### config.mk
export PLATFORM = sky130hd
export DESIGN_NAME = anchor_blink_follow_flat
export DESIGN_NICKNAME = d
export VERILOG_FILES = /design/src/design/abf_pkg.sv /design/src/design/abf_if.sv /design/src/design/abf_cfg_regs.sv /design/src/design/abf_in_stage.sv /design/src/design/abf_core.sv /design/src/design/anchor_blink_follow.sv /design/src/flat_wrapper.sv
export SDC_FILE = /design/constraint.sdc
export NUM_CORES = 2
export LEC_CHECK = 0
export ABC_AREA = 1
export BUFFER_PORTS_ARGS = -buffer_cell sky130_fd_sc_hd__buf_2
export CELL_PAD_IN_SITES_DETAIL_PLACEMENT = 1
export CELL_PAD_IN_SITES_GLOBAL_PLACEMENT = 1
export CORE_MARGIN = 4
export CORE_UTILIZATION = 50
export CTS_BUF_LIST = sky130_fd_sc_hd__clkbuf_4 sky130_fd_sc_hd__clkbuf_8
export DETAILED_ROUTE_END_ITERATION = 10
export GPL_ROUTABILITY_DRIVEN = 0
export GPL_TIMING_DRIVEN = 0
export PLACE_DENSITY_LB_ADDON = 0.05
export SYNTH_ARGS = -nofsm -noshare
export SYNTH_HDL_FRONTEND = slang
export SYNTH_SLANG_ARGS = --single-unit
export TNS_END_PERCENT = 1
### constraint.sdc
create_clock -name clk -period 16.9 [get_ports clk]
set_clock_uncertainty 0.1 [all_clocks]
set_input_delay 0.845 -clock clk [delete_from_list [all_inputs] [get_ports clk]]
set_output_delay 0.845 -clock clk [all_outputs]
set_load 0.01 [all_outputs]
### src/design/abf_pkg.sv
// Package for the camera anchor blink follower: codes, constants and payload types.
// No dependencies; every other file of the block imports it.
package abf_pkg;

  // Operation codes of an input item
  localparam logic [1:0] OP_TICK  = 2'd0;
  localparam logic [1:0] OP_BLINK = 2'd1;
  localparam logic [1:0] OP_SET   = 2'd2;

  // Fade phase codes
  localparam logic [1:0] PH_IDLE = 2'd0;
  localparam logic [1:0] PH_OUT  = 2'd1;
  localparam logic [1:0] PH_IN   = 2'd2;

  // Follow modes
  localparam logic [1:0] MODE_STATIC = 2'd0;
  localparam logic [1:0] MODE_BLINK  = 2'd1;
  localparam logic [1:0] MODE_ATTACH = 2'd2;

  // Configuration register indexes
  localparam logic [0:0] REG_FOLLOW_MODE = 1'd0;
  localparam logic [0:0] REG_DEAD_ZONE   = 1'd1;

  // Register reset values
  localparam logic [1:0]  FOLLOW_MODE_RESET = MODE_STATIC;
  localparam logic [11:0] DEAD_ZONE_RESET   = 12'd120;

  // Full black in Q16
  localparam logic [16:0] FADE_FULL = 17'd65536;

  // Fade step floor(dt * 65536 / 80000) = floor(dt * 512 / 625), taken as
  // (dt * ceil(2^35 / 625)) >> 26; exact for every 16-bit dt.
  localparam logic [25:0] STEP_RECIP = 26'd54975582;
  localparam int          STEP_SHIFT = 26;

  typedef struct packed {
    logic [1:0]         operation;
    logic signed [15:0] pos_x;
    logic signed [15:0] pos_y;
    logic [15:0]        dt_us;
  } abf_item_t;

  typedef struct packed {
    logic [16:0]        fade_level;
    logic signed [15:0] origin_x;
    logic signed [15:0] origin_y;
    logic [1:0]         fade_phase;
    logic               armed;
  } abf_result_t;

  typedef struct packed {
    logic [0:0]  index;
    logic [11:0] value;
  } abf_cfg_wr_t;

  // Item held in the input register, with the fade step already worked out
  typedef struct packed {
    logic [1:0]         operation;
    logic signed [15:0] pos_x;
    logic signed [15:0] pos_y;
    logic [15:0]        step;
  } abf_staged_t;

  // Configuration as the core sees it
  typedef struct packed {
    logic [1:0]  mode;
    logic [23:0] r2;
    logic [29:0] r2_49;
  } abf_cfg_t;

endpackage

### src/design/abf_if.sv
// Handshake interfaces of the anchor blink follower: input items, results, configuration.
// Depends on abf_pkg for the payload types.
interface abf_item_if;
  import abf_pkg::*;
  logic      valid;
  logic      ready;
  abf_item_t data;
  modport source (output valid, output data, input ready);
  modport sink   (input valid, input data, output ready);
endinterface

interface abf_result_if;
  import abf_pkg::*;
  logic        valid;
  logic        ready;
  abf_result_t data;
  modport source (output valid, output data, input ready);
  modport sink   (input valid, input data, output ready);
endinterface

interface abf_cfg_if;
  import abf_pkg::*;
  logic        valid;
  logic        ready;
  abf_cfg_wr_t data;
  modport source (output valid, output data, input ready);
  modport sink   (input valid, input data, output ready);
endinterface

### src/design/abf_cfg_regs.sv
// Configuration registers of the anchor blink follower, with the squared dead zone
// radius precomputed. Depends on abf_pkg and abf_cfg_if.
module abf_cfg_regs (
  input  logic            clk,
  input  logic            rst,
  abf_cfg_if.sink         cfg,
  output abf_pkg::abf_cfg_t cfg_out
);
  import abf_pkg::*;

  logic [1:0]  follow_mode;
  logic [23:0] r2;
  logic [29:0] r2_49;
  logic [23:0] r2_next;
  logic [29:0] r2_49_next;

  assign cfg.ready = 1'b1;

  // Square the written radius and scale by 49 so both land with the write
  assign r2_next    = 24'(cfg.data.value) * 24'(cfg.data.value);
  assign r2_49_next = (30'(r2_next) << 5) + (30'(r2_next) << 4) + 30'(r2_next);

  // Take register writes
  always_ff @(posedge clk) begin
    if (rst) begin
      follow_mode <= FOLLOW_MODE_RESET;
      r2          <= 24'(DEAD_ZONE_RESET) * 24'(DEAD_ZONE_RESET);
      r2_49       <= 30'd49 * 30'(DEAD_ZONE_RESET) * 30'(DEAD_ZONE_RESET);
    end else if (cfg.valid) begin
      unique case (cfg.data.index)
        REG_FOLLOW_MODE: follow_mode <= cfg.data.value[1:0];
        REG_DEAD_ZONE: begin
          r2    <= r2_next;
          r2_49 <= r2_49_next;
        end
        default: ;
      endcase
    end
  end

  assign cfg_out.mode  = follow_mode;
  assign cfg_out.r2    = r2;
  assign cfg_out.r2_49 = r2_49;
endmodule

### src/design/abf_in_stage.sv
// Input register of the anchor blink follower; works out the fade step on the way in.
// Depends on abf_pkg and abf_item_if.
module abf_in_stage (
  input  logic                 clk,
  input  logic                 rst,
  abf_item_if.sink             items,
  input  logic                 adv,
  output logic                 stage_vld,
  output abf_pkg::abf_staged_t staged
);
  import abf_pkg::*;

  logic [41:0] step_prod;

  // Reciprocal multiply for the step
  assign step_prod = 42'(items.data.dt_us) * 42'(STEP_RECIP);

  // Take a new transaction whenever the register is empty or the held one moves on
  assign items.ready = !stage_vld || adv;

  always_ff @(posedge clk) begin
    if (rst) begin
      stage_vld <= 1'b0;
    end else if (items.ready) begin
      stage_vld <= items.valid;
    end
  end

  always_ff @(posedge clk) begin
    if (items.valid && items.ready) begin
      staged.operation <= items.data.operation;
      staged.pos_x     <= items.data.pos_x;
      staged.pos_y     <= items.data.pos_y;
      staged.step      <= step_prod[STEP_SHIFT +: 16];
    end
  end
endmodule

### src/design/abf_core.sv
// Anchor state and single-pass update of the anchor blink follower, with the result
// data register. Depends on abf_pkg.
module abf_core (
  input  logic                 clk,
  input  logic                 rst,
  input  logic                 fire,
  input  abf_pkg::abf_staged_t staged,
  input  abf_pkg::abf_cfg_t    cfg_in,
  output abf_pkg::abf_result_t result
);
  import abf_pkg::*;

  logic signed [15:0] anchor_x, anchor_z, pending_x, pending_z;
  logic [16:0]        fade_amount;
  logic [1:0]         phase;
  logic               rearmed;

  logic signed [15:0] anchor_x_next, anchor_z_next, pending_x_next, pending_z_next;
  logic [16:0]        fade_amount_next;
  logic [1:0]         phase_next;
  logic               rearmed_next;

  logic signed [16:0] dx, dz;
  logic signed [33:0] sq_x, sq_z;
  logic [32:0]        d2;
  logic [39:0]        d2_100;
  logic               near, far;
  logic [17:0]        lv_sum;

  // Squared distance from the origin and the dead zone tests
  assign dx     = {staged.pos_x[15], staged.pos_x} - {anchor_x[15], anchor_x};
  assign dz     = {staged.pos_y[15], staged.pos_y} - {anchor_z[15], anchor_z};
  assign sq_x   = dx * dx;
  assign sq_z   = dz * dz;
  assign d2     = 33'(sq_x[31:0]) + 33'(sq_z[31:0]);
  assign d2_100 = (40'(d2) << 6) + (40'(d2) << 5) + (40'(d2) << 2);
  assign near   = d2_100 < 40'(cfg_in.r2_49);
  assign far    = d2 > 33'(cfg_in.r2);
  assign lv_sum = 18'(fade_amount) + 18'(staged.step);

  // Next state for the held transaction
  always_comb begin
    logic arm_tmp;
    arm_tmp          = rearmed || near;
    anchor_x_next    = anchor_x;
    anchor_z_next    = anchor_z;
    pending_x_next   = pending_x;
    pending_z_next   = pending_z;
    fade_amount_next = fade_amount;
    phase_next       = phase;
    rearmed_next     = rearmed;
    unique case (staged.operation)
      OP_TICK: begin
        if (phase == PH_OUT) begin
          // Fade out; jump the origin at full black
          if (lv_sum >= 18'(FADE_FULL)) begin
            fade_amount_next = FADE_FULL;
            anchor_x_next    = pending_x;
            anchor_z_next    = pending_z;
            phase_next       = PH_IN;
            rearmed_next     = 1'b0;
          end else begin
            fade_amount_next = lv_sum[16:0];
          end
        end else if (phase == PH_IN) begin
          // Fade back in and settle at zero
          if (17'(staged.step) >= fade_amount) begin
            fade_amount_next = '0;
            phase_next       = PH_IDLE;
          end else begin
            fade_amount_next = fade_amount - 17'(staged.step);
          end
        end else if (cfg_in.mode == MODE_BLINK) begin
          // Re-arm inside the inner zone, blink on leaving the dead zone
          rearmed_next = arm_tmp;
          if (arm_tmp && far) begin
            pending_x_next   = staged.pos_x;
            pending_z_next   = staged.pos_y;
            phase_next       = PH_OUT;
            fade_amount_next = '0;
          end
        end else if (cfg_in.mode == MODE_ATTACH) begin
          anchor_x_next = staged.pos_x;
          anchor_z_next = staged.pos_y;
        end
      end
      OP_BLINK: begin
        // Drop the request while a fade runs
        if (phase == PH_IDLE) begin
          pending_x_next   = staged.pos_x;
          pending_z_next   = staged.pos_y;
          phase_next       = PH_OUT;
          fade_amount_next = '0;
        end
      end
      OP_SET: begin
        anchor_x_next = staged.pos_x;
        anchor_z_next = staged.pos_y;
        rearmed_next  = 1'b1;
      end
      default: ;
    endcase
  end

  // Hold the state
  always_ff @(posedge clk) begin
    if (rst) begin
      anchor_x    <= '0;
      anchor_z    <= '0;
      pending_x   <= '0;
      pending_z   <= '0;
      fade_amount <= '0;
      phase       <= PH_IDLE;
      rearmed     <= 1'b1;
    end else if (fire) begin
      anchor_x    <= anchor_x_next;
      anchor_z    <= anchor_z_next;
      pending_x   <= pending_x_next;
      pending_z   <= pending_z_next;
      fade_amount <= fade_amount_next;
      phase       <= phase_next;
      rearmed     <= rearmed_next;
    end
  end

  // Capture the result of the transaction
  always_ff @(posedge clk) begin
    if (fire) begin
      result.fade_level <= fade_amount_next;
      result.origin_x   <= anchor_x_next;
      result.origin_y   <= anchor_z_next;
      result.fade_phase <= phase_next;
      result.armed      <= rearmed_next;
    end
  end
endmodule

### src/design/anchor_blink_follow.sv
// Camera anchor follower with blink fade: one result transaction for every input
// transaction, giving fade level, origin, phase and arm flag after that item. Throughput
// is one item per cycle while the result consumer keeps ready high; each item passes
// the input register, the single-pass state update and then the result register. A
// configuration write applies to every item processed after it; write only while no
// item is in flight.
// Depends on abf_pkg, abf_if, abf_cfg_regs, abf_in_stage and abf_core.
module anchor_blink_follow (
  input  logic       clk,
  input  logic       rst,
  abf_item_if.sink   items,
  abf_result_if.source results,
  abf_cfg_if.sink    cfg
);
  import abf_pkg::*;

  abf_cfg_t    cfg_cur;
  abf_staged_t staged;
  logic        stage_vld;
  logic        adv;
  logic        fire;
  logic        res_vld;

  abf_cfg_regs u_cfg (
    .clk     (clk),
    .rst     (rst),
    .cfg     (cfg),
    .cfg_out (cfg_cur)
  );

  abf_in_stage u_in (
    .clk       (clk),
    .rst       (rst),
    .items     (items),
    .adv       (adv),
    .stage_vld (stage_vld),
    .staged    (staged)
  );

  abf_core u_core (
    .clk    (clk),
    .rst    (rst),
    .fire   (fire),
    .staged (staged),
    .cfg_in (cfg_cur),
    .result (results.data)
  );

  // Advance when the result register is free or being emptied
  assign adv  = !res_vld || results.ready;
  assign fire = stage_vld && adv;

  always_ff @(posedge clk) begin
    if (rst) begin
      res_vld <= 1'b0;
    end else if (adv) begin
      res_vld <= stage_vld;
    end
  end

  assign results.valid = res_vld;
endmodule

### src/flat_wrapper.sv
// flat-port wrapper written by rule: the top's interface ports become plain ports
module anchor_blink_follow_flat import abf_pkg::*;
  (clk, rst, items_valid, items_data, items_ready, results_valid, results_data, results_ready, cfg_valid, cfg_data, cfg_ready);
  abf_item_if items_i ();
  abf_result_if results_i ();
  abf_cfg_if cfg_i ();
  input  logic clk;
  input  logic rst;
  input wire logic [$bits(items_i.valid)-1:0] items_valid;
  input wire logic [$bits(items_i.data)-1:0] items_data;
  output wire logic [$bits(items_i.ready)-1:0] items_ready;
  output wire logic [$bits(results_i.valid)-1:0] results_valid;
  output wire logic [$bits(results_i.data)-1:0] results_data;
  input wire logic [$bits(results_i.ready)-1:0] results_ready;
  input wire logic [$bits(cfg_i.valid)-1:0] cfg_valid;
  input wire logic [$bits(cfg_i.data)-1:0] cfg_data;
  output wire logic [$bits(cfg_i.ready)-1:0] cfg_ready;
  assign items_i.valid = items_valid;
  assign items_i.data = items_data;
  assign items_ready = items_i.ready;
  assign results_valid = results_i.valid;
  assign results_data = results_i.data;
  assign results_i.ready = results_ready;
  assign cfg_i.valid = cfg_valid;
  assign cfg_i.data = cfg_data;
  assign cfg_ready = cfg_i.ready;
  anchor_blink_follow u_core (.clk(clk), .rst(rst), .items(items_i), .results(results_i), .cfg(cfg_i));
endmodule
# Word level (Yosys, flattened, before mapping)

Index checks and enable logic that the tools add are counted.

Register bits: 244
Output and inout port bits: 55
Logic and storage cells: 109

Add/subtract/negate cells: 9
$mul: 4
$lt $le $gt $ge: 4
Eq/ne operators: 11
Mux-type cells: 45
Bitwise gates (word level): 1
Reduce and logical (&&, ||, !) cells: 14

Operators with widths:

| operator                 | count |
|---|---|
| $mux W16                 | 20 |
| $pmux W16 S2             | 4 |
| $mux W17                 | 7 |
| $mul A17 B17 Y32         | 2 |
| $mul A16 B25 Y41 const B | 1 |
| $add A39 B38 Y40         | 1 |
| $add A40 B35 Y40         | 1 |
| $lt A40 B30 Y1           | 1 |
| $pmux W17 S2             | 1 |
| $sub A16 B16 Y17         | 2 |
| $add A32 B32 Y33         | 1 |
| $gt A33 B24 Y1           | 1 |
| $add A29 B28 Y30         | 1 |
| $add A30 B24 Y30         | 1 |
| $mul A12 B12 Y24         | 1 |
| $add A17 B16 Y18         | 1 |
| $ge A18 B17 Y1 const B   | 1 |
| $ge A16 B17 Y1           | 1 |
| $sub A17 B16 Y17         | 1 |
| $mux W2                  | 7 |
| $ne A2 B2 Y1 const B     | 5 |
| $reduce_and A7 Y1        | 1 |
| $eq A2 B1 Y1 const B     | 3 |
| $eq A2 B2 Y1 const B     | 3 |
| 10 further kinds         | 20 |

# Longest topological paths before layout

Depth after elaboration: 13
Depth in mapped cells: 83
Depth with buffers taken out: 81

# Hierarchy

Synthesis repeated with hierarchy kept, for this count alone.

Cell total of the unflattened synthesis: 7001
Area, all modules: 52618.0 µm²

By module, submodules not included:

| module              | times used | cells each | area each (µm²) | seq. area each (µm²) |
|---|---|---|---|---|
| abf_core            | 1          | 4665       | 34675.8         | 3243.1 |
| abf_in_stage        | 1          | 1036       | 9369.0          | 1521.5 |
| abf_cfg_regs        | 1          | 1294       | 8525.7          | 1021.0 |
| anchor_blink_follow | 1          | 6          | 47.5            | 20.0 |

# Worst setup path after synthesis

OpenSTA, ideal clock, no wires.

Path kind: flip-flop to flip-flop
Start point: reg u_core.u_in.staged[32] (netlist name)
End point: reg u_core.u_core.result[36] in the netlist's numbering (data pin)
Library setup time: 0.253 ns
Arrival: 11.428 ns
Data required time: 16.547 ns
Slack: 5.119 ns
Stages on the path, launching flop included: 69
Cell sequence: edfxtp_1 -> inv_1 -> ha_1 -> fa_1 -> inv_1 -> nand2_1 -> nand2_1 -> o21ai_0 -> inv_1 -> a21oi_1 -> inv_1 -> nand2_1 -> nand2_1 -> nand2_1 -> nand2_1 -> xor2_1 -> clkinv_1 -> nor2_1 -> [... 33 more ...] -> nand2_1 -> o211ai_1 -> nor2_1 -> nand2_1 -> nor2_1 -> nand2_1 -> nor2_1 -> nand3_1 -> nand2_1 -> nand4_2 -> buf_6 -> buf_6 -> nand2_1 -> nand2_1 -> nand2_1 -> nand2_1 -> nand2_1 -> nand2_1

Word-level cells in the longest chain between the ends: 13
Elaborated cells on any way between the ends: 14
Those cells by class: add/sub (4); mul (1); order compare (2); mux (5); reduce/logical (2)

Ends and longest elaborated chain:

| what                                  | RTL line       | RTL |
|---|---|---|
| $sub A16 B16 Y17 (*)                  | abf_core.sv:31 | `assign dx = {staged.pos_x[15], staged.pos_x} - {anchor_x[15], anchor_x};` |
| $mul A17 B17 Y32 (*)                  | abf_core.sv:33 | `assign sq_x = dx * dx;` |
| $add A32 B32 Y33 (*)                  | abf_core.sv:35 | `assign d2 = 33'(sq_x[31:0]) + 33'(sq_z[31:0]);` |
| $add A39 B38 Y40                      | abf_core.sv:36 | `assign d2_100 = (40'(d2) << 6) + (40'(d2) << 5) + (40'(d2) << 2);` |
| $add A40 B35 Y40                      | abf_core.sv:36 |  |
| $lt A40 B30 Y1                        | abf_core.sv:37 | `assign near = d2_100 < 40'(cfg_in.r2_49);` |
| $logic_or A1 B1 Y1                    | abf_core.sv:44 | `arm_tmp = rearmed \|\| near;` |
| $logic_and A1 B1 Y1 (*)               | abf_core.sv:76 | `if (arm_tmp && far) begin` |
| $mux W17 (*)                          | abf_core.sv:76 |  |
| $mux W17 (*)                          | abf_core.sv:73 | `end else if (cfg_in.mode == MODE_BLINK) begin` |
| $mux W17 (*)                          | abf_core.sv:65 | `end else if (phase == PH_IN) begin` |
| $mux W17 (*)                          | abf_core.sv:54 | `if (phase == PH_OUT) begin` |
| $pmux W17 S2 (*)                      | abf_core.sv:52 | `unique case (staged.operation)` |
| via u_core.u_core.fade_amount_next[1] | abf_core.sv:19 | `logic [16:0] fade_amount_next;` |
| to (decl)                             | abf_core.sv:9  | `output abf_pkg::abf_result_t result` |

The timed path passes the listed nets; every way through them passes the cells marked *.
A chain may end at the register's enable or synchronous reset.

# Worst setup path after layout

Start point: reg u_core.u_in.staged[32] (netlist name)
End point: reg u_core.u_core.pending_z[7]

Word-level cells in the longest chain between the ends: 10
Elaborated cells on any way between the ends: 11
Those cells by class: add/sub (4); mul (1); order compare (2); eq/ne (1); reduce/logical (3)

Ends and longest elaborated chain:

| what                                   | RTL line        | RTL |
|---|---|---|
| $sub A16 B16 Y17 (*)                   | abf_core.sv:31  |  |
| $mul A17 B17 Y32 (*)                   | abf_core.sv:33  |  |
| $add A32 B32 Y33 (*)                   | abf_core.sv:35  |  |
| $add A39 B38 Y40                       | abf_core.sv:36  |  |
| $add A40 B35 Y40                       | abf_core.sv:36  |  |
| $lt A40 B30 Y1                         | abf_core.sv:37  |  |
| $logic_or A1 B1 Y1                     | abf_core.sv:44  |  |
| $logic_and A1 B1 Y1 (*)                | abf_core.sv:76  |  |
| $ne A2 B2 Y1 (no source line) (*)      | -               |  |
| $reduce_and A7 Y1 (no source line) (*) | -               |  |
| to (signal assigned)                   | abf_core.sv:119 | `pending_z <= pending_z_next;` |
| to (decl)                              | abf_core.sv:13  | `logic signed [15:0] anchor_x, anchor_z, pending_x, pending_z;` |

Mark *: on every way between the ends. The rest lies on a longest branch, timed or not.

==> out/qor.yml <==
grt_pass1_vias: 46500
drc_errors: 0
postCtsSetupRepairBufs: 0
syn_area_um2: 50300
synthToLayoutAreaGrowth_pct: 6.42
yosysTopAreaCell: "fa_1"
fin_crit_ns: 15.64
drt_iter0_markers: 1968
synth_xor_xnor_area_share_pct: 4.02
setup_viol: 0
grt_usage_pct: 29.5
fin_area_um2: 53600
clock-sinks: 239
fmax_mhz: 63.9
yosysSeqAreaShare_pct: 11.5
status: "finished, final reports clean"
cts_hold_buf: 0
fillerInstances: 12600
dieArea_um2: 106000
dr.pass1.iters: 5
slew_headroom_pct: 11.1
die_h_um: 325
wirelength_um: 154000
yosys-top-cells-count: "1695 x inv_1, 1102 x nand2_1, 786 x fa_1"
floorplan.initialDensity_pct: 50.3
synth_flop_cell: "dfxtp_1"
synth_compound_area_share_pct: 9.59
clk_latency_ns: 0.64
hold_path_class: "input pin to flip-flop"
synthCells: 6422
via_per_inst: 5.31
overflow: 0
drt.antenna.violating_nets: 0
ios: 123
cts-htree-levels: 2
fin_setup_tns_ns: 0
path_common_cell: "nand2_1"
final_nets: 8048
crit_type: "flip-flop to flip-flop"
fp-row-count: 116
setup.worst_path.end_class: "flip-flop"
min_path_cells: 1
antenna_found_initial: 5
ys_top_cells_by_area: "fa_1 31%, ha_1 15%, inv_1 13%"
cts_root_buf: "clkbuf_8"
path_clk_slew_ns: 0.07
cts_resized: 0
cp_max_fo: 10
drv_cap: 0
synth_fa_ha_area_share_pct: 46.2
crit_required_ns: 17.35
worst_setup_path_start_kind: "flip-flop"
place_area_um2: 52600
ys.warnings.count: 0
muxShareOfSynthArea_pct: 0
yosysUniqueCellTypes: 56
cts-buffers-inserted: 44
num_vias: 42100
cts_buffer_depth: 3
rsz0062_at_grt: "false"
port-buffer-count: 121
hold_viol: 0
synth_most_common_cell: "inv_1"
yosys.area_share.simple_pct: 14.6
synth_top_family_by_area: "adder cells"
synth_top_area_share_pct: 31.3
syn-num-nets: 7879
worstMarginPinSlew_ns: 1.32
avgSynthCellArea_um2: 7.84
die_w_um: 325
drive_above_1_share_pct: 4.50
synth_edf_count: 102
ff2ff_path_depth: 66
cts_tree: "built"
crit_slowest_cell: "xor2_1"
drv_slew: 0
post_drt_wl_per_cell_um: 19.4
dp_hpwl_um: 134000
slowest_delay_ns: 0.98
synth-async-reset-ratio_pct: 0
grt_pass1_wl_um: 249000
critPathArrivalTime_ns: 16.09
core_um2: 100000
period_share_pct: 92.5
synth_seq_cells: 239
grt_max_degree: 57
[critical path: cells and delay by family (launching register included)]
family	cells	cell delay [ns]
XOR/XNOR	4	1.94
flip-flops	1	0.45
AO/OA/AOI/OAI	14	2.37
AND/OR/NAND/NOR	24	3.19
adder cells (fa/ha/maj)	13	5.30
buffers and inverters	11	2.17
[layer usage]
metal	wire length, um	GRT usage, %
met1	65500	37.6
met2	77300	53.0
met5	0	0
met4	4840	8.33
met3	6140	3.12
[final cells by class]
class / count / area, um2 / share of cell area, %
Tap cell: 1298 / 1620 / 3.03
Clock buffer: 65 / 807 / 1.51
Inverter: 1722 / 6460 / 12.1
Buffer: 131 / 613 / 1.14
Sequential cell: 239 / 5810 / 10.8
Multi-Input combinational cell: 4330 / 37500 / 69.9
Antenna cell: 1 / 2.50 / 0.00467
Timing Repair Buffer: 123 / 653 / 1.22
Clock inverter: 16 / 136 / 0.255
[cell families (layout without fill, tap and decap cells)]
logic type | Yosys count | count (layout)
AND/OR/NAND/NOR | 1819 | 1819
buffers and inverters | 1853 | 2057
AO/OA/AOI/OAI | 891 | 891
adder cells (fa/ha/maj) | 1389 | 1389
flip-flops | 239 | 239
XOR/XNOR | 230 | 230
other | 1 | 2
[stage by stage]
| step | hold slack, ns | setup slack (ns) | utilization (%) | std cells |
|---|---|---|---|---|
| floorplan | 0.335 | 5.12 | - | 6422 |
| global placement | 0.360 | 1.66 | 52.6 | 7841 |
| detailed placement | 0.363 | 1.47 | 52.6 | 7843 |
| CTS | 0.234 | 1.32 | 53.6 | 7924 |
| global route | 0.257 | 0.347 | 53.6 | 7925 |
| finish | 0.281 | 1.26 | 53.6 | 7925 |
[registers in the layout, indices dropped and copies added (netlist names), 17 cells and up]
register,cells
u_core.u_core.result,52
u_core.u_in.staged,50
u_core.u_cfg.r2_49,26
u_core.u_cfg.r2,23
u_core.u_core.fade_amount,17
[final timing paths]
| kind | startpoint | to | slack, ns |
|---|---|---|---|
| hold reg to reg | u_core.u_cfg.r2_49[4] | u_core.u_cfg.r2_49[4] | 0.37 |
| setup reg to reg | u_core.u_in.staged[32] | u_core.u_core.pending_z[7] | 1.26 |
| setup / recovery | u_core.u_in.staged[32] | u_core.u_core.pending_z[7] | 1.26 |
| hold / removal | items_data[49] | u_core.u_in.staged[49] | 0.28 |
[cells in the final DEF (no fill, tap or decap), types with 17 or more instances in the layout]
cell	n
o21bai_1	20
nand3_1	163
buf_2	144
dfxtp_1	137
o21ai_0	248
fa_1	786
clkbuf_1	88
edfxtp_1	102
nor3_1	29
a21oi_1	424
xor2_1	158
nand4_1	27
clkbuf_8	51
o211ai_1	17
inv_1	1694
a21o_1	20
o21ai_1	77
nand2_1	1102
clkinv_1	17
ha_1	603
nor2_1	436
xnor2_1	70
Power is left out: the tool's default activity adds up to more than one toggle a clock period on the data nets, which glitch-free logic cannot reach.
